===== src/hwo_mul.sv =====
module hwo_mul (
  input  logic        clk,
  input  logic [31:0] a,
  input  logic [31:0] b,
  output logic [63:0] p
);

  always_ff @(posedge clk) begin
    p <= 64'(a) * 64'(b);
  end

endmodule


===== config.mk =====
export PLATFORM = sky130hd
export DESIGN_NAME = hwo_mul
export DESIGN_NICKNAME = d
export VERILOG_FILES = /design/src/hwo_mul.sv
export SDC_FILE = /design/constraint.sdc
export NUM_CORES = 2
export LEC_CHECK = 0
export ABC_CLOCK_PERIOD_IN_PS = 9240
export BUFFER_PORTS_ARGS = -buffer_cell sky130_fd_sc_hd__buf_2
export CAP_MARGIN = 10
export CELL_PAD_IN_SITES_DETAIL_PLACEMENT = 2
export CELL_PAD_IN_SITES_GLOBAL_PLACEMENT = 2
export CORE_MARGIN = 4
export CORE_UTILIZATION = 42
export CTS_CLUSTER_SIZE = 14
export DETAILED_ROUTE_END_ITERATION = 6
export GPL_TIMING_DRIVEN = 0
export HOLD_SLACK_MARGIN = 0.02
export MAX_ROUTING_LAYER = met4
export PLACE_DENSITY_LB_ADDON = 0.2
export SLEW_MARGIN = 20
export SYNTH_ARGS = -nofsm -noshare
export SYNTH_HDL_FRONTEND = slang
export SYNTH_SLANG_ARGS = --single-unit

===== constraint.sdc =====
create_clock -name clk -period 9.24 [get_ports clk]
set_input_delay 1.386 -clock clk [delete_from_list [all_inputs] [get_ports clk]]
set_output_delay 1.386 -clock clk [all_outputs]
set_load 0.02 [all_outputs]

After elaboration in Yosys (flattened, before gate mapping)
Cells that the tools add are included.
{"block": "classes", "multipliers": 1}
{"operator": "$mul 32x32->64", "count": 1}
{"block": "word_totals", "ff_bits": 64, "input_bits": 65, "out_inout_bits": 64}

Longest topological paths before layout
{"block": "logic_depth", "depth_word": 1, "ltp_mapped": 29}

Least setup slack after synthesis
Ideal clock, no wire load.
{"block": "synth_timing", "path_type": "input port to flip-flop", "from": "input port a[25]", "to": "register p[62]", "setup_time_ns": 0.072, "arrival_time_ns": 8.067, "required_time_ns": 9.168, "slack_ns": 1.101, "path_stages": 25, "n_path_buf": 2, "cell_sequence": "clkbuf_1 > nand2_1 > fa_1 > inv_1 > fa_1 > inv_1 > fa_1 > inv_1 > fa_1 > fa_1 > fa_1 > fa_1 > inv_1 > fa_1 > inv_1 > ha_1 > buf_2 > nand4_1 > or4_1 > or3_1 > a31oi_1 > a31o_2 > a211oi_1 > o21ai_1 > xor2_1"}
{"block": "synth_between", "elab_chain_len": 1}
{"element": "start: declaration", "line": "3", "text": "input logic [31:0] a,"}
{"element": "$mul 32x32->64", "line": "9", "text": "p <= 64'(a) * 64'(b);"}
{"element": "end signal: assignment", "line": "9"}
{"element": "end: declaration", "line": "5", "text": "output logic [63:0] p"}
No other way between the ends.

Worst setup path in the final report
{"block": "layout_timing", "from": "input port a[7]", "to": "register p[62]"}
Same word-level chain as after synthesis.

==> impl_metrics.prom <==
# TYPE chip_impl_metric gauge
chip_impl_metric{name="synth.yosys.seq_area_share",unit="%"} 3.69
chip_impl_metric{name="core_area",unit="um^2"} 82000
chip_impl_metric{name="asyncSetResetFlopFracSynth",unit="%"} 0
chip_impl_metric{name="floorplan.rows",unit=""} 105
chip_impl_metric{name="syn_area",unit="um^2"} 34700
chip_impl_metric{name="dp_hpwl",unit="mm"} 129
chip_impl_metric{name="largest_register_ff_count",unit=""} 64
chip_impl_metric{name="cts_max_path_buffers",unit=""} 2
chip_impl_metric{name="post-route-period-util",unit="%"} 98.1
chip_impl_metric{name="netlist-cell-type-count",unit=""} 57
chip_impl_metric{name="period_minus_slack",unit="ps"} 9060
chip_impl_metric{name="die_height",unit="um"} 295
chip_impl_info{name="cts_tree",value="built"} 1
chip_impl_metric{name="via_count_of_the_first_global_routing_pass",unit=""} 32300
chip_impl_info{name="critical-path-top-cell-by-count",value="sky130_fd_sc_hd__fa_1"} 1
chip_impl_metric{name="globalRouteTotalUtil",unit="%"} 35.3
chip_impl_metric{name="wl_per_cell",unit="um"} 29.4
chip_impl_info{name="timing.critical_path.slowest_stage_cell",value="sky130_fd_sc_hd__clkbuf_1"} 1
chip_impl_metric{name="final_critical_path_setup_slack",unit="ps"} 176
chip_impl_metric{name="detailedRoute.firstIterationViolations",unit=""} 1561
chip_impl_metric{name="syn_inst",unit=""} 3748
chip_impl_metric{name="maxClockFrequency",unit="GHz"} 0.110
chip_impl_metric{name="syn_avg_cell_area",unit="um^2"} 9.25
chip_impl_metric{name="grt_first_pass_wirelength",unit="mm"} 214
chip_impl_metric{name="ctsHtreeMaxLevel",unit=""} 3
chip_impl_metric{name="drt_drc_violations_left",unit=""} 0
chip_impl_metric{name="grt_overflow_total",unit=""} 0
chip_impl_metric{name="num_io_pins",unit=""} 129
chip_impl_metric{name="yosys_warnings",unit=""} 0
chip_impl_metric{name="dieArea",unit="um^2"} 87200
chip_impl_info{name="start_kind",value="primary input"} 1
chip_impl_metric{name="drive_above_1_share",unit="%"} 7.89
chip_impl_metric{name="fillCellCount",unit=""} 9076
chip_impl_metric{name="fp.dieW",unit="um"} 295
chip_impl_metric{name="nets",unit=""} 5109
chip_impl_metric{name="net_count_after_synthesis",unit=""} 4972
chip_impl_info{name="ctsRootBufferMaster",value="sky130_fd_sc_hd__clkbuf_16"} 1
chip_impl_metric{name="worstPathMaxFanout",unit=""} 10
chip_impl_metric{name="detailed_place.area",unit="um^2"} 36700
chip_impl_info{name="worst-setup-path-type",value="primary input to register"} 1
chip_impl_metric{name="cts.reportedPaths.clkPinSlew",unit="ps"} 60
chip_impl_metric{name="totalNegativeSetupSlack",unit="ps"} 0
chip_impl_metric{name="place.port_buffers",unit=""} 128
chip_impl_metric{name="drt_wl_total",unit="mm"} 146
chip_impl_metric{name="vias",unit=""} 27300
chip_impl_metric{name="critical_path_arrival",unit="ps"} 9330
chip_impl_metric{name="multiInputGateArea",unit="um^2"} 29300
chip_impl_info{name="yosys_most_used_dff",value="sky130_fd_sc_hd__dfxtp_1"} 1
chip_impl_metric{name="initial_utilization",unit="%"} 42.3
chip_impl_info{name="outcome",value="finished clean"} 1
chip_impl_metric{name="setup_viol_count_final",unit=""} 0
chip_impl_metric{name="drv_slew",unit=""} 0
chip_impl_info{name="timing.critical_path.cells",value="buf_2, clkbuf_1, and2_1, fa_1, inv_1, fa_1, inv_1, fa_1, fa_1, fa_1, fa_1, fa_1, fa_1, ha_1, nand4_1, or4_1, or3_1, a31oi_4, a31o_2, a211oi_1, o21ai_1, xor2_1"} 1
chip_impl_metric{name="layout-area-overhead-vs-synth",unit="%"} 7.23
chip_impl_info{name="layout_top_registers",value="p (64)"} 1
chip_impl_info{name="synth.top_cells.by_area",value="sky130_fd_sc_hd__fa_1, sky130_fd_sc_hd__and2_1, sky130_fd_sc_hd__ha_1, sky130_fd_sc_hd__inv_1, sky130_fd_sc_hd__nand2_1"} 1
chip_impl_metric{name="timing.final.hold_violations",unit=""} 0
chip_impl_metric{name="cts-buffers-inserted",unit=""} 9
chip_impl_metric{name="largest_net_degree_at_the_start_of_global_routing",unit=""} 15
chip_impl_metric{name="worst-slew-pin-transition",unit="ps"} 1150
chip_impl_metric{name="worst-endpoint-required",unit="ps"} 9510
chip_impl_metric{name="edff_count_synth",unit=""} 0
chip_impl_metric{name="max_slew_margin_vs_limit",unit="%"} 23.4
chip_impl_info{name="synthDominantAreaCellType",value="sky130_fd_sc_hd__fa_1"} 1
chip_impl_metric{name="synth_seq_cells",unit=""} 64
chip_impl_info{name="worst_setup_path_end_kind",value="register"} 1
chip_impl_metric{name="drt_first_pass_iters",unit=""} 5
chip_impl_info{name="max_flop_register",value="p"} 1
chip_impl_metric{name="finalWeightedCongestion",unit=""} 1.04
chip_impl_metric{name="avgViaCountPerCell",unit=""} 5.49
chip_impl_metric{name="dp_slack",unit="ps"} -727
chip_impl_metric{name="clock_sinks",unit=""} 64
chip_impl_metric{name="max-cap-violations",unit=""} 0
chip_impl_metric{name="antenna_found_initial",unit=""} 16
chip_impl_metric{name="fin_area",unit="um^2"} 37200
chip_impl_metric{name="number_of_routed_nets_with_antenna_violations",unit=""} 0
chip_impl_info{name="hold_class",value="primary input to register"} 1
chip_impl_metric{name="synth.top_cell.area_share",unit="%"} 51.7
chip_impl_metric{name="maximum_cell_stage_delay_along_the_critical_path",unit="ps"} 720
chip_impl_metric{name="seq_area",unit="um^2"} 1280
-- worst max-delay path: cells and delay by family --
| family | cells | cell delay, ps |
|---|---|---|
| AO/OA/AOI/OAI | 4 | 850 |
| XOR/XNOR | 1 | 150 |
| buffers and inverters | 4 | 1090 |
| AND/OR/NAND/NOR | 4 | 1360 |
| adder cells (fa/ha/maj) | 9 | 4480 |
-- area by class of cell --
type                    instances  share of cell area [%]
repair buffers                129                    1.74
plain buffers                 217                    2.79
well taps                    1070                    3.60
clock buffers                   9                   0.606
inverters                     865                    8.73
clock inverters                 7                   0.151
multi-input cells            2599                    78.9
flip-flops and latches         64                    3.45
diodes                          9                  0.0606
-- cell usage in the layout (no fill, tap or decap), types with 4 or more instances in the layout --
cell type                   count
sky130_fd_sc_hd__fa_1         896
sky130_fd_sc_hd__inv_1        865
sky130_fd_sc_hd__and2_1       602
sky130_fd_sc_hd__nand2_1      480
sky130_fd_sc_hd__ha_1         263
sky130_fd_sc_hd__buf_2        141
sky130_fd_sc_hd__clkbuf_2     120
sky130_fd_sc_hd__clkbuf_1      70
sky130_fd_sc_hd__dfxtp_1       64
sky130_fd_sc_hd__a21oi_1       63
sky130_fd_sc_hd__a21o_1        40
sky130_fd_sc_hd__xnor2_1       35
sky130_fd_sc_hd__xor2_1        25
sky130_fd_sc_hd__nand4_1       23
sky130_fd_sc_hd__o21ai_0       21
sky130_fd_sc_hd__nor2_1        20
sky130_fd_sc_hd__and3_1        14
sky130_fd_sc_hd__a31oi_1       11
sky130_fd_sc_hd__o21bai_1      10
sky130_fd_sc_hd__nand3_1       10
sky130_fd_sc_hd__diode_2        9
sky130_fd_sc_hd__clkbuf_4       9
sky130_fd_sc_hd__o21a_1         9
sky130_fd_sc_hd__clkbuf_16      9
sky130_fd_sc_hd__nor3_1         7
sky130_fd_sc_hd__o21ai_1        5
sky130_fd_sc_hd__a221o_1        4
-- kinds of logic (layout without fill, tap and decap cells) --
group | after synthesis | count (layout) | synth area share (%)
buffers and inverters | 1085 | 1227 | 11.8
AND/OR/NAND/NOR | 1177 | 1177 | 17.6
other | 0 | 9 | 0
AO/OA/AOI/OAI | 202 | 202 | 4.15
XOR/XNOR | 60 | 60 | 1.52
multiplexers | 1 | 1 | 0.0289
adder cells (fa/ha/maj) | 1159 | 1159 | 61.2
flip-flops | 64 | 64 | 3.69
-- per-stage QoR --
step	utilization (%)	instances	hold WS, ps
floorplan	-	3748	1510
global placement	44.7	4946	1710
detailed placement	44.7	4946	1710
CTS	45.2	4961	1350
global route	45.3	4963	1350
finish	45.4	4969	1360
-- routing by layer --
| layer | wire (um) | track usage, % | up-vias |
|---|---|---|---|
| met5 | 0 | - | - |
| met1 | 53600 | 40.5 | 14800 |
| met2 | 72500 | 59.7 | 935 |
| met4 | 11400 | 20.4 | 0 |
| met3 | 8700 | 4.88 | 402 |
| li1 | - | - | 11100 |
-- final timing paths --
path | end | start | cells after the start | slack [ps]
worst min-delay path | p[0]$_DFF_P_ | b[0] | 2 | 1360
worst max-delay path | p[62]$_DFF_P_ | a[7] | 22 | 180
-- synthesized netlist by cell type (5+ instances only) --
| cell | number |
|---|---|
| sky130_fd_sc_hd__o21bai_1 | 10 |
| sky130_fd_sc_hd__o21ai_0 | 21 |
| sky130_fd_sc_hd__dfxtp_1 | 64 |
| sky130_fd_sc_hd__clkbuf_1 | 213 |
| sky130_fd_sc_hd__and3_1 | 14 |
| sky130_fd_sc_hd__nand4_1 | 23 |
| sky130_fd_sc_hd__nor3_1 | 7 |
| sky130_fd_sc_hd__buf_2 | 6 |
| sky130_fd_sc_hd__xnor2_1 | 35 |
| sky130_fd_sc_hd__inv_1 | 865 |
| sky130_fd_sc_hd__nand2_1 | 480 |
| sky130_fd_sc_hd__xor2_1 | 25 |
| sky130_fd_sc_hd__o21a_1 | 9 |
| sky130_fd_sc_hd__and2_1 | 602 |
| sky130_fd_sc_hd__fa_1 | 896 |
| sky130_fd_sc_hd__nand3_1 | 10 |
| sky130_fd_sc_hd__o21ai_1 | 5 |
| sky130_fd_sc_hd__ha_1 | 263 |
| sky130_fd_sc_hd__a31oi_1 | 12 |
| sky130_fd_sc_hd__nor2_1 | 20 |
| sky130_fd_sc_hd__a21o_1 | 40 |
| sky130_fd_sc_hd__a21oi_1 | 63 |
-- timing repair --
item,CTS,global route
pin swaps,0,1
hold buffers,0,0
endpoints found under the setup margin,14,11
gates resized for setup,97,127
setup buffers,0,1
Power is not shown: default switching activity piles up to over one toggle a cycle in this logic, so the estimate is an artifact.
