`src/hwo_pkg.sv`:
```
package hwo_pkg;

  localparam int CORDIC_STEPS = 24;
  localparam int CORDIC_CNT_W = $clog2(CORDIC_STEPS);

  localparam logic [15:0] DEBOUNCE_RST      = 16'd500;
  localparam logic [23:0] DIST_PER_EDGE_RST = 24'd65536;
  localparam logic [23:0] INV_BASE_RST      = 24'd1118481;
  localparam logic [15:0] SPEED_FACTOR_RST  = 16'd7373;

  localparam logic [31:0] ANG_FULL    = 32'd683565276;
  localparam logic [31:0] ANG_HALF    = 32'd341782638;
  localparam logic signed [33:0] CORDIC_INIT = 34'sd652032874;

  localparam logic signed [52:0] POSE_MAX = 53'sd140737488355327;
  localparam logic signed [52:0] POSE_MIN = -53'sd140737488355328;

  localparam logic [7:0] REG_DEBOUNCE      = 8'd0;
  localparam logic [7:0] REG_DIST_PER_EDGE = 8'd1;
  localparam logic [7:0] REG_INV_BASE      = 8'd2;
  localparam logic [7:0] REG_SPEED_FACTOR  = 8'd3;

  localparam logic [31:0] ATAN_TABLE [0:31] = '{
    32'h20000000, 32'h12E4051E, 32'h09FB385B, 32'h051111D4,
    32'h028B0D43, 32'h0145D7E1, 32'h00A2F61E, 32'h00517C55,
    32'h0028BE53, 32'h00145F2F, 32'h000A2F98, 32'h000517CC,
    32'h00028BE6, 32'h000145F3, 32'h0000A2FA, 32'h0000517D,
    32'h000028BE, 32'h0000145F, 32'h00000A30, 32'h00000518,
    32'h0000028C, 32'h00000146, 32'h000000A3, 32'h00000051,
    32'h00000029, 32'h00000014, 32'h0000000A, 32'h00000005,
    32'h00000003, 32'h00000001, 32'h00000001, 32'h00000000
  };

  typedef enum logic [2:0] {
    S_IDLE, S_MUL, S_COLLECT, S_CORDIC, S_CWAIT, S_UPDATE, S_FINISH
  } state_t;

  typedef struct packed {
    logic               done;
    logic signed [33:0] cos_v;
    logic signed [33:0] sin_v;
  } trig_t;

endpackage

```
`src/hwo_cordic.sv`:
```
module hwo_cordic (
  input  logic          clk,
  input  logic          rst,
  input  logic          start,
  input  logic [31:0]   angle,
  output hwo_pkg::trig_t trig
);

  logic signed [33:0] x, y, xs, ys;
  logic signed [32:0] z, atan;
  logic [hwo_pkg::CORDIC_CNT_W-1:0] cnt;
  logic [4:0] k;
  logic busy, flip, done;
  logic [31:0] a2;
  logic flip_next;

  assign flip_next = angle[31:30] inside {2'b01, 2'b10};
  assign a2 = flip_next ? (angle ^ 32'h8000_0000) : angle;
  assign k = 5'(cnt);
  assign xs = x >>> k;
  assign ys = y >>> k;
  assign atan = $signed({1'b0, hwo_pkg::ATAN_TABLE[k]});

  always_ff @(posedge clk) begin
    if (rst) begin
      busy <= 1'b0;
      done <= 1'b0;
      cnt  <= '0;
    end else begin
      done <= 1'b0;
      if (start) begin
        busy <= 1'b1;
        cnt  <= '0;
      end else if (busy) begin
        cnt <= cnt + 1'b1;
        if (cnt == hwo_pkg::CORDIC_CNT_W'(hwo_pkg::CORDIC_STEPS - 1)) begin
          busy <= 1'b0;
          done <= 1'b1;
        end
      end
    end
  end

  always_ff @(posedge clk) begin
    if (start) begin
      flip <= flip_next;
      x    <= hwo_pkg::CORDIC_INIT;
      y    <= '0;
      z    <= $signed({a2[31], a2});
    end else if (busy) begin
      if (!z[32]) begin
        x <= x - ys;
        y <= y + xs;
        z <= z - atan;
      end else begin
        x <= x + ys;
        y <= y - xs;
        z <= z + atan;
      end
    end
  end

  assign trig.done  = done;
  assign trig.cos_v = flip ? -x : x;
  assign trig.sin_v = flip ? -y : y;

endmodule

```
`config.mk`:
```
export PLATFORM = sky130hd
export DESIGN_NAME = hwo_cordic
export DESIGN_NICKNAME = d
export VERILOG_FILES = /design/src/hwo_pkg.sv /design/src/hwo_cordic.sv
export SDC_FILE = /design/constraint.sdc
export NUM_CORES = 1
export LEC_CHECK = 0
export ABC_CLOCK_PERIOD_IN_PS = 6200
export BUFFER_PORTS_ARGS = -buffer_cell sky130_fd_sc_hd__buf_2
export CORE_MARGIN = 5
export CORE_UTILIZATION = 25
export DETAILED_ROUTE_END_ITERATION = 8
export GPL_ROUTABILITY_DRIVEN = 1
export PLACE_DENSITY = 0.41
export RECOVER_POWER = 50
export SYNTH_ARGS = -nofsm -noshare
export SYNTH_HDL_FRONTEND = slang
export SYNTH_SLANG_ARGS = --single-unit
```
`constraint.sdc`:
```
create_clock -name clk -period 6.2 [get_ports clk]
set_input_delay 1.24 -clock clk [delete_from_list [all_inputs] [get_ports clk]]
set_output_delay 1.24 -clock clk [all_outputs]
set_load 0.05 [all_outputs]
```
======== Yosys cells after proc, flatten, opt, wreduce, memory -nomap -nowiden ========
Memories as Yosys holds them, arrays and structs flattened.
Index checks and enable logic that the tools add are counted.
word-level totals
  bits in registers ....................... 109
  memory bits (read-only) ................. 1024
  input bits .............................. 35
  output and inout port bits .............. 69
  logic and storage cells ................. 44
  memories ................................ 1
cells by class
  add/sub/neg operators ................... 9
  $lt $le $gt $ge ......................... 1
  equal/unequal tests ..................... 3
  shifts and indexed selects .............. 2
  multiplexer cells ....................... 14
  bitwise gates (word level) .............. 3
  reduce and logical (&&, ||, !) cells .... 4
memories
  memory            words  bits a word  rd ports  clocked after memory_dff  write ports  line              source
  (name not given)  32     32           1         0                         0            hwo_cordic.sv:22  assign atan = $signed({1'b0, hwo_pkg::ATAN_TABLE[k]});
operator list
  cell                                            count
  2-to-1 mux 34 bit                               4
  2-to-1 mux 33 bit                               3
  2-to-1 mux 32 bit                               3
  adder 34 bit                                    2
  negator 34 bit                                  2
  >>> shifter 34 x 5 -> 34 bit                    2
  subtractor 34 bit                               2
  adder 33 bit                                    1
  subtractor 33 bit                               1
  >= comparator 6 bit (second input constant)     1
  inverter 5 -> 6 bit                             1
  adder 5 x 1 -> 5 bit (second input constant)    1
  == test 5 bit (second input constant)           1
  2-to-1 mux 1 bit                                4
  nonzero test 2 bit                              2
  OR reduction 3 bit                              1
  == test 2 x 1 -> 1 bit (second input constant)  1
  == test 2 bit (second input constant)           1
  inverter 1 bit                                  2
  OR reduction 2 bit                              1

======== Logic depth before layout (Yosys ltp) ========
Gate-level depths: netlist (run 1).
  word-level depth ........................ 8
  gate-level depth with buffers ........... 30
  mapped depth without buffers ............ 25

======== Least setup slack after synthesis (run 1) ========
No wires, ideal clock.
  kind .................................... register to register
  start ................................... register cnt[0] (netlist bit)
  end ..................................... register z[31] (data pin)
  setup time .............................. 268 ps
  arrival ................................. 6175 ps
  setup slack ............................. -243 ps
  cell stages (with the launch flop) ...... 30
  period minus slack after synthesis ...... 6443 ps
  cell sequence ........................... dfxtp_1 > clkinv_1 > buf_2 > buf_2 > buf_2 > buf_4 > ha_1 > clkbuf_1 > inv_1 > mux4_2 > and2_1 > o2111ai_1 > a2111oi_4 > and3_1 > nand2_1 > nor2_1 > nor2_1 > xor2_1 > ha_1 > a21o_1 > a21oi_1 > nor2b_1 > a311oi_1 > o41ai_2 > o2bb2ai_1 > o41a_2 > a311o_1 > a21oi_1 > xor2_1 > o21ai_0
between the ends
  word-level cells in the longest chain between the ends .. 8
  elaborated cells between the ends (all ways) .. 9
ends and longest elaborated chain
  what                                                       line                                source
  from (decl)                                                hwo_cordic.sv:11                    logic [hwo_pkg::CORDIC_CNT_W-1:0] cnt;
  from (signal assigned)                                     hwo_cordic.sv:35                    cnt <= cnt + 1'b1;
  inverter 5 -> 6 bit (not written as such) (*)              hwo_cordic.sv:22
  memory (32 x 32 bit) (*)                                   n/a
  2-to-1 mux 32 bit (not written as such) (*) (2 in series)  hwo_cordic.sv:22
  subtractor 33 bit or adder 33 bit (tied branches)          hwo_cordic.sv:54, hwo_cordic.sv:58
  2-to-1 mux 33 bit (*)                                      hwo_cordic.sv:51                    if (!z[32]) begin
  2-to-1 mux 33 bit (*)                                      hwo_cordic.sv:50                    end else if (busy) begin
  2-to-1 mux 33 bit (*)                                      hwo_cordic.sv:45                    if (start) begin
  to (signal assigned)                                       hwo_cordic.sv:49                    z <= $signed({a2[31], a2});
  to (signal assigned)                                       hwo_cordic.sv:54                    z <= z - atan;
  to (signal assigned)                                       hwo_cordic.sv:58                    z <= z + atan;
  to (decl)                                                  hwo_cordic.sv:10                    logic signed [32:0] z, atan;
Mark *: on every way between the ends. The rest lies on a longest branch, timed or not. The select of a mux whose other input is x is not followed.
A chain may end at the register's enable or synchronous reset.

======== Worst setup path in the final report (run 1) ========
  start ................................... register cnt[1] (netlist bit)
  end ..................................... register y[33]
between the ends
  word-level cells in the longest chain between the ends .. 3
  elaborated cells between the ends (all ways) .. 4
ends and longest elaborated chain
  what                                               line                                source
  >>> shifter 34 x 5 -> 34 bit (*)                   hwo_cordic.sv:20                    assign xs = x >>> k;
  adder 34 bit or subtractor 34 bit (tied branches)  hwo_cordic.sv:53, hwo_cordic.sv:57
  2-to-1 mux 34 bit (*)                              hwo_cordic.sv:51
  to (signal assigned)                               hwo_cordic.sv:53                    y <= y + xs;
  to (signal assigned)                               hwo_cordic.sv:57                    y <= y - xs;
  to (decl)                                          hwo_cordic.sv:9                     logic signed [33:0] x, y, xs, ys;
Mark *: on every way between the ends. The rest lies on a longest branch, timed or not.

==> flow_summary.yaml, run 1 <==
status:
  outcome: "complete, but fails checks"
  violations: "capacitance limit, slew limit"
power:
  powerDensity_nw_per_um2: 587
  peakVddDrop_mv: 0.231
  p_leak_nw: 8.13
worst_setup_path:
  start_kind: "flip-flop"
  cp-end-kind: "flip-flop"
  r2r-end: "y[33]$_SDFFE_PP0P_"
  cp_slowest_cell: "mux4_1"
  crit_type: "flip-flop to flip-flop"
  path_cells: "buf_6 > mux4_1 > mux2_2 > or3_1 > a21oi_2 > a31oi_1 > nor4b_4 > and3_2 > a31oi_1 > xor2_1 > ha_1 > nand2_1 > or4_1 > o21ai_1 > o41ai_1 > buf_4 > o2111ai_1 > o211ai_1 > o21ai_1 > xnor2_1 > a211oi_1 > a31o_2"
  required_ns: 6.50
  crit_arrival_ns: 6.27
  cpPeakStageDelay_ns: 0.63
  r2r_cells: 22
  cp_max_fo: 7
  rrSetupSlack_ns: 0.23
  reg2reg_from: "cnt[1]$_SDFFE_PP0P_"
drt:
  firstDrtPassIters: 7
  drtAntennaViolNets: 0
  via_count: 17200
  avgViaCountPerCell: 5.39
  wirelength_um: 72600
  drc: 0
  drt_iter0_drc: 1394
  post_drt_wl_per_cell_um: 22.8
cells_and_area:
  drive_gt1_share_pct: 19.8
  antenna_cells: 0
  fillCellCount: 7398
  syn_to_final_growth_pct: 14.9
  final_cell_area_um2: 19900
  fin_nets: 2396
  final_cells: 3184
global_route:
  grt_max_degree: 63
  grtUsageTotal_pct: 18.6
  grt_pass1_vias: 16700
  grt_pass1_wl_um: 108000
  antenna_found_initial: 2
  grt.overflow.total: 0
sta:
  hold_viol: 0
  tightestPinTransition_ns: 2.19
  grt_setup_unrepaired: "true"
  skew_ns: 0.0155
  period_minus_slack_ns: 5.97
  setup_tns_ns: 0
  slew_headroom_pct: -45.7
  setup_viol: 0
  post-route-period-util_pct: 96.3
  slew_violations: 34
  max_freq_mhz: 167
synthesis:
  synthArstFlopShare_pct: 0
  synth-edff-count: 34
  synth_flop_cell: "dfxtp_1"
  ys_ff_latch: 109
  syn_nets: 2289
  ys_types: 109
  ys_top_cells_by_count: "191 x nor2_1, 180 x nand2_1, 172 x a21oi_1"
  syn_inst: 2141
  ys_warn_count: 0
  yosysTopAreaCell: "dfxtp_1"
  synth.area.top_cells: "dfxtp_1 8.7%, ha_1 8.0%, xnor2_1 7.9%, mux4_2 7.7%, edfxtp_1 5.9%"
  syn-cell-area_um2: 17300
  synth_top_area_share_pct: 8.67
  synth_most_common_cell: "nor2_1"
  avgSynthCellArea_um2: 8.09
  seq_area_frac_synth_pct: 14.6
floorplan:
  rows: 96
  die_h_um: 273
  start_util_pct: 25.2
  ioPinCount: 104
  die_w_um: 273
  dieArea_um2: 74600
  fp.coreArea_um2: 68600
worst_hold_path:
  hp-class: "flip-flop to flip-flop"
  min-delay-start: "y[0]$_SDFFE_PP0P_"
  hold_path_depth: 2
  hold_end: "y[0]$_SDFFE_PP0P_"
cts:
  cts_hold_buf: 0
  clock_latency_ns: 0.41
  clock_sinks: 109
  root_buffer: "clkbuf_16"
  htreeDepth: 3
  cts_tree: "done"
  clock_path_buffers: 2
  clk_pin_slew_ns: 0.08
  cts_buffers: 9
placement:
  portBuffers: 103
  dp.cells: 3158
  placed_area_um2: 19400
  place.gp.congestion: 0.945
  dp_hpwl_um: 57200
run:
  maxCapViolations: 1
[worst max-delay path: cells and delay by family (launching register included)]
kind            cells  cell delay, ns
fa+ha+maj           1            0.37
simple gates        5            1.74
buf+inv             2            0.35
mux                 2            0.92
compound gates     10            1.73
xor+xnor            2            0.34
flops               1            0.41
[flip-flops by register name, indices dropped and copies added, names as in the netlist]
| name | flops |
|---|---|
| y | 34 |
| busy | 1 |
| x | 34 |
| z | 33 |
| flip | 1 |
| done | 1 |
| cnt | 5 |
[cell families (layout without fill, tap and decap cells)]
kind of cell,after synthesis,after routing,share of synthesized area [%]
AOI/OAI and AO/OA,642,642,24.5
xor gates and xnor gates,238,238,12.0
buffers and inverters,220,332,6.17
muxes,192,192,16.6
DFF,109,109,14.6
and+or+nand+nor,627,627,17.8
adders and majority gates,113,113,8.30
[placed cells by master, fill, tap and decap left out, types with 19 or more instances in the layout]
cell type  instances
nand3_1           27
buf_4            154
nor3_1            36
buf_2             99
a211oi_1          22
nor2b_1           19
o31ai_1           26
a21oi_1          170
a21o_1            60
edfxtp_1          34
and2_1            21
nor2_1           189
xor2_1            81
xnor2_1          156
o21ai_0          128
mux2_2            30
a31oi_1           31
ha_1             108
mux4_2            59
dfxtp_1           69
inv_1             44
mux2i_1           87
nand2_1          180
nand2b_1          29
[layer usage]
metal | GRT usage (%) | wire [µm] | up-vias
met1 | 25.6 | 33200 | 8391
met5 | 0 | 13 | -
met3 | 2.30 | 3650 | 74
li1 | - | - | 8156
met4 | 5.83 | 2150 | 2
met2 | 30.5 | 33600 | 530
[what timing repair did]
item,in CTS,in global routing
endpoints found under the setup margin,0,20
buffers inserted,0,8
gates resized for setup,0,24
[cell type report]
class | count | area [µm²] | share of cell area [%]
inverter | 48 | 181 | 0.912
timing repair buffer | 268 | 1880 | 9.44
clock inverter | 6 | 76.3 | 0.384
clock buffer | 10 | 229 | 1.15
multi-input combinational | 1812 | 13800 | 69.5
sequential | 109 | 2540 | 12.8
tap | 931 | 1160 | 5.86
[per-stage QoR]
stage | setup WS, ns | hold WS (ns) | utilization (%) | power (mW)
detailed placement | 0.0680 | 0.575 | 28.3 | 10.9
CTS | 0.0220 | 0.582 | 28.7 | 11.6
finish | 0.229 | 0.580 | 29.0 | 11.7
floorplan | 0.00860 | 0.510 | - | 8.28
global placement | 0.114 | 0.573 | 28.3 | 10.9
global route | -0.0272 | 0.626 | 29.0 | 12.6
[power by group]
group | switching, mW | internal [mW]
clock network | 0.345 | 0.322
registers | 0.444 | 1.03
logic | 5.70 | 3.83
[how the worst max path moves through the flow]
stage / from / end / slack, ns / cells past startpoint
6_report: cnt[1]$_SDFFE_PP0P_ / y[33]$_SDFFE_PP0P_ / 0.23 / 22
5_1_grt: cnt[1]$_SDFFE_PP0P_ / y[33]$_SDFFE_PP0P_ / -0.03 / 23
4_1_cts: cnt[1]$_SDFFE_PP0P_ / y[33]$_SDFFE_PP0P_ / 0.02 / 22
3_5_place_dp: cnt[1]$_SDFFE_PP0P_ / y[33]$_SDFFE_PP0P_ / 0.07 / 22
3_3_place_gp: cnt[1]$_SDFFE_PP0P_ / x[29]$_SDFFE_PP1P_ / 0.11 / 22
2_1_floorplan: cnt[0]$_SDFFE_PP0P_ / z[31]$_DFFE_PP_ / 0.009 / 29
Power figures use the tool's default switching activity.
==> run 2: changes to the inputs <==
CTS_BUF_LIST = sky130_fd_sc_hd__clkbuf_2   (was not set)
SLEW_MARGIN = 10   (was not set)
==> flow_summary.yaml, run 2 (synthesis results as in run 1) <==
sta:
  max_freq_mhz: 167
  period_minus_slack_ns: 6.00
  skew_ns: 0.0554
  tightestPinTransition_ns: 2.21
  slew_headroom_pct: -47.5
  postLayoutSetupSlackWorst_ns: 0.195
  hold_viol: 0
  setup_viol: 0
  slew_violations: 34
  post-route-period-util_pct: 96.8
  grt_setup_unrepaired: "true"
drt:
  via_count: 17100
  firstDrtPassIters: 6
  avgViaCountPerCell: 5.38
  post_drt_wl_per_cell_um: 22.7
  drtAntennaViolNets: 0
  drt_iter0_drc: 1458
  drc: 0
  wirelength_um: 72500
cells_and_area:
  fillCellCount: 7416
  fin_nets: 2400
  top_regs: "x (34), y (34), z (33)"
  syn_to_final_growth_pct: 14.2
  final_cell_area_um2: 19800
  final_cell_mix: "187 x nor2_1, 180 x nand2_1, 170 x a21oi_1, 159 x buf_4, 156 x xnor2_1"
  final_common_cell: "nor2_1"
  drive_gt1_share_pct: 20.5
  fin_util_pct: 28.8
global_route:
  antenna_found_initial: 4
  grtUsageMet2_pct: 30.7
  grtUsageTotal_pct: 18.7
  grt_max_degree: 63
  grt.overflow.total: 0
  met1_usage_pct: 25.7
  met3_usage_pct: 2.41
  grt_pass1_wl_um: 108000
  grt_most_used_layer: "met2"
  grt_pass1_vias: 16800
floorplan:
  rows: 96
  die_h_um: 273
  die_w_um: 273
  fp.coreArea_um2: 68600
  dieArea_um2: 74600
  start_util_pct: 25.2
  ioPinCount: 104
cts:
  clock_sinks: 109
  cts_tree: "done"
  clk_pin_slew_ns: 0.34
  htreeDepth: 3
  root_buffer: "clkbuf_2"
  clock_latency_ns: 0.87
  clock_path_buffers: 2
  cts_buffers: 9
power:
  p_leak_nw: 8.10
  powerDensity_nw_per_um2: 578
  peakVddDrop_mv: 0.230
worst_setup_path:
  cpMostUsedCell: "or3_1"
  cp_slowest_cell: "mux4_1"
  required_ns: 6.96
  start_kind: "flip-flop"
  crit_type: "flip-flop to flip-flop"
  crit_arrival_ns: 6.77
  cp-end-kind: "flip-flop"
  cpPeakStageDelay_ns: 0.60
  cp_max_fo: 6
  path_cells: "clkbuf_2 > buf_4 > mux4_1 > mux2_2 > or3_1 > a21oi_2 > a31oi_1 > nor4b_4 > and2_2 > and3b_1 > and3_1 > a41o_1 > xor2_1 > ha_1 > nand3_1 > or3_1 > o22a_1 > o2111ai_1 > o211ai_1 > o21ai_1 > xnor2_1 > a211oi_1 > a31o_2"
worst_hold_path:
  hp-class: "input port to flip-flop"
status:
  outcome: "complete, but fails checks"
  violations: "capacitance limit, slew limit"
placement:
  place_ws_ns: 0.0680
  place.gp.congestion: 0.945
  portBuffers: 103
  dp_hpwl_um: 57200
  placed_area_um2: 19400
run:
  maxCapViolations: 1
run 2: what timing repair did:
action,CTS,global route
resized for setup,2,28
pin swaps,0,10
cloned,1,0
buffers inserted,0,13
hold buffers,0,0
setup endpoints to repair,2,22
run 2: worst max-delay path, delay by kind of cell (launching register included):
kind	cells	cell delay [ns]
simple gates	7	2.06
fa+ha+maj	1	0.23
flops	1	0.48
compound gates	9	1.57
buf+inv	2	0.30
xor+xnor	2	0.41
mux	2	0.89
run 2: final timing paths:
path                  startpoint                  to  slack [ns]  cells after the start
min reg2reg    y[0]$_SDFFE_PP0P_   y[0]$_SDFFE_PP0P_        0.60                      2
max          cnt[1]$_SDFFE_PP0P_  y[33]$_SDFFE_PP0P_        0.20                     23
min                          rst     busy$_SDFF_PP0_        0.52                      2
max reg2reg  cnt[1]$_SDFFE_PP0P_  y[33]$_SDFFE_PP0P_        0.20                     23
run 2: layer usage:
layer	up-vias	wire, µm
met5	-	13
li1	8171	-
met2	486	33500
met4	2	2170
met1	8405	33200
met3	84	3510
run 2: layout make-up:
type	instances	area (µm²)	area share [%]
antenna	2	5.00	0.0253
clock buffer	10	50.0	0.253
clock inverter	6	76.3	0.386
inverter	48	181	0.918
multi-input combinational	1812	13900	70.1
sequential	109	2540	12.8
tap	931	1160	5.89
timing repair buffer	272	1900	9.63
run 2: per-stage QoR:
step / hold WS, ns / setup TNS [ns] / total power, mW / cells
2_1_floorplan: 0.510 / 0 / 8.28 / 2141
3_3_place_gp: 0.573 / 0 / 10.9 / 3158
3_5_place_dp: 0.575 / 0 / 10.9 / 3158
4_1_cts: 0.375 / 0 / 11.4 / 3175
5_1_grt: 0.387 / -0.158 / 12.4 / 3190
6_report: 0.517 / 0 / 11.4 / 3190
run 2: power breakdown:
group	leakage, nW	switching [mW]	internal, mW
sequential	0.967	0.441	1.03
clock	0.0790	0.318	0.104
combinational	7.06	5.70	3.83
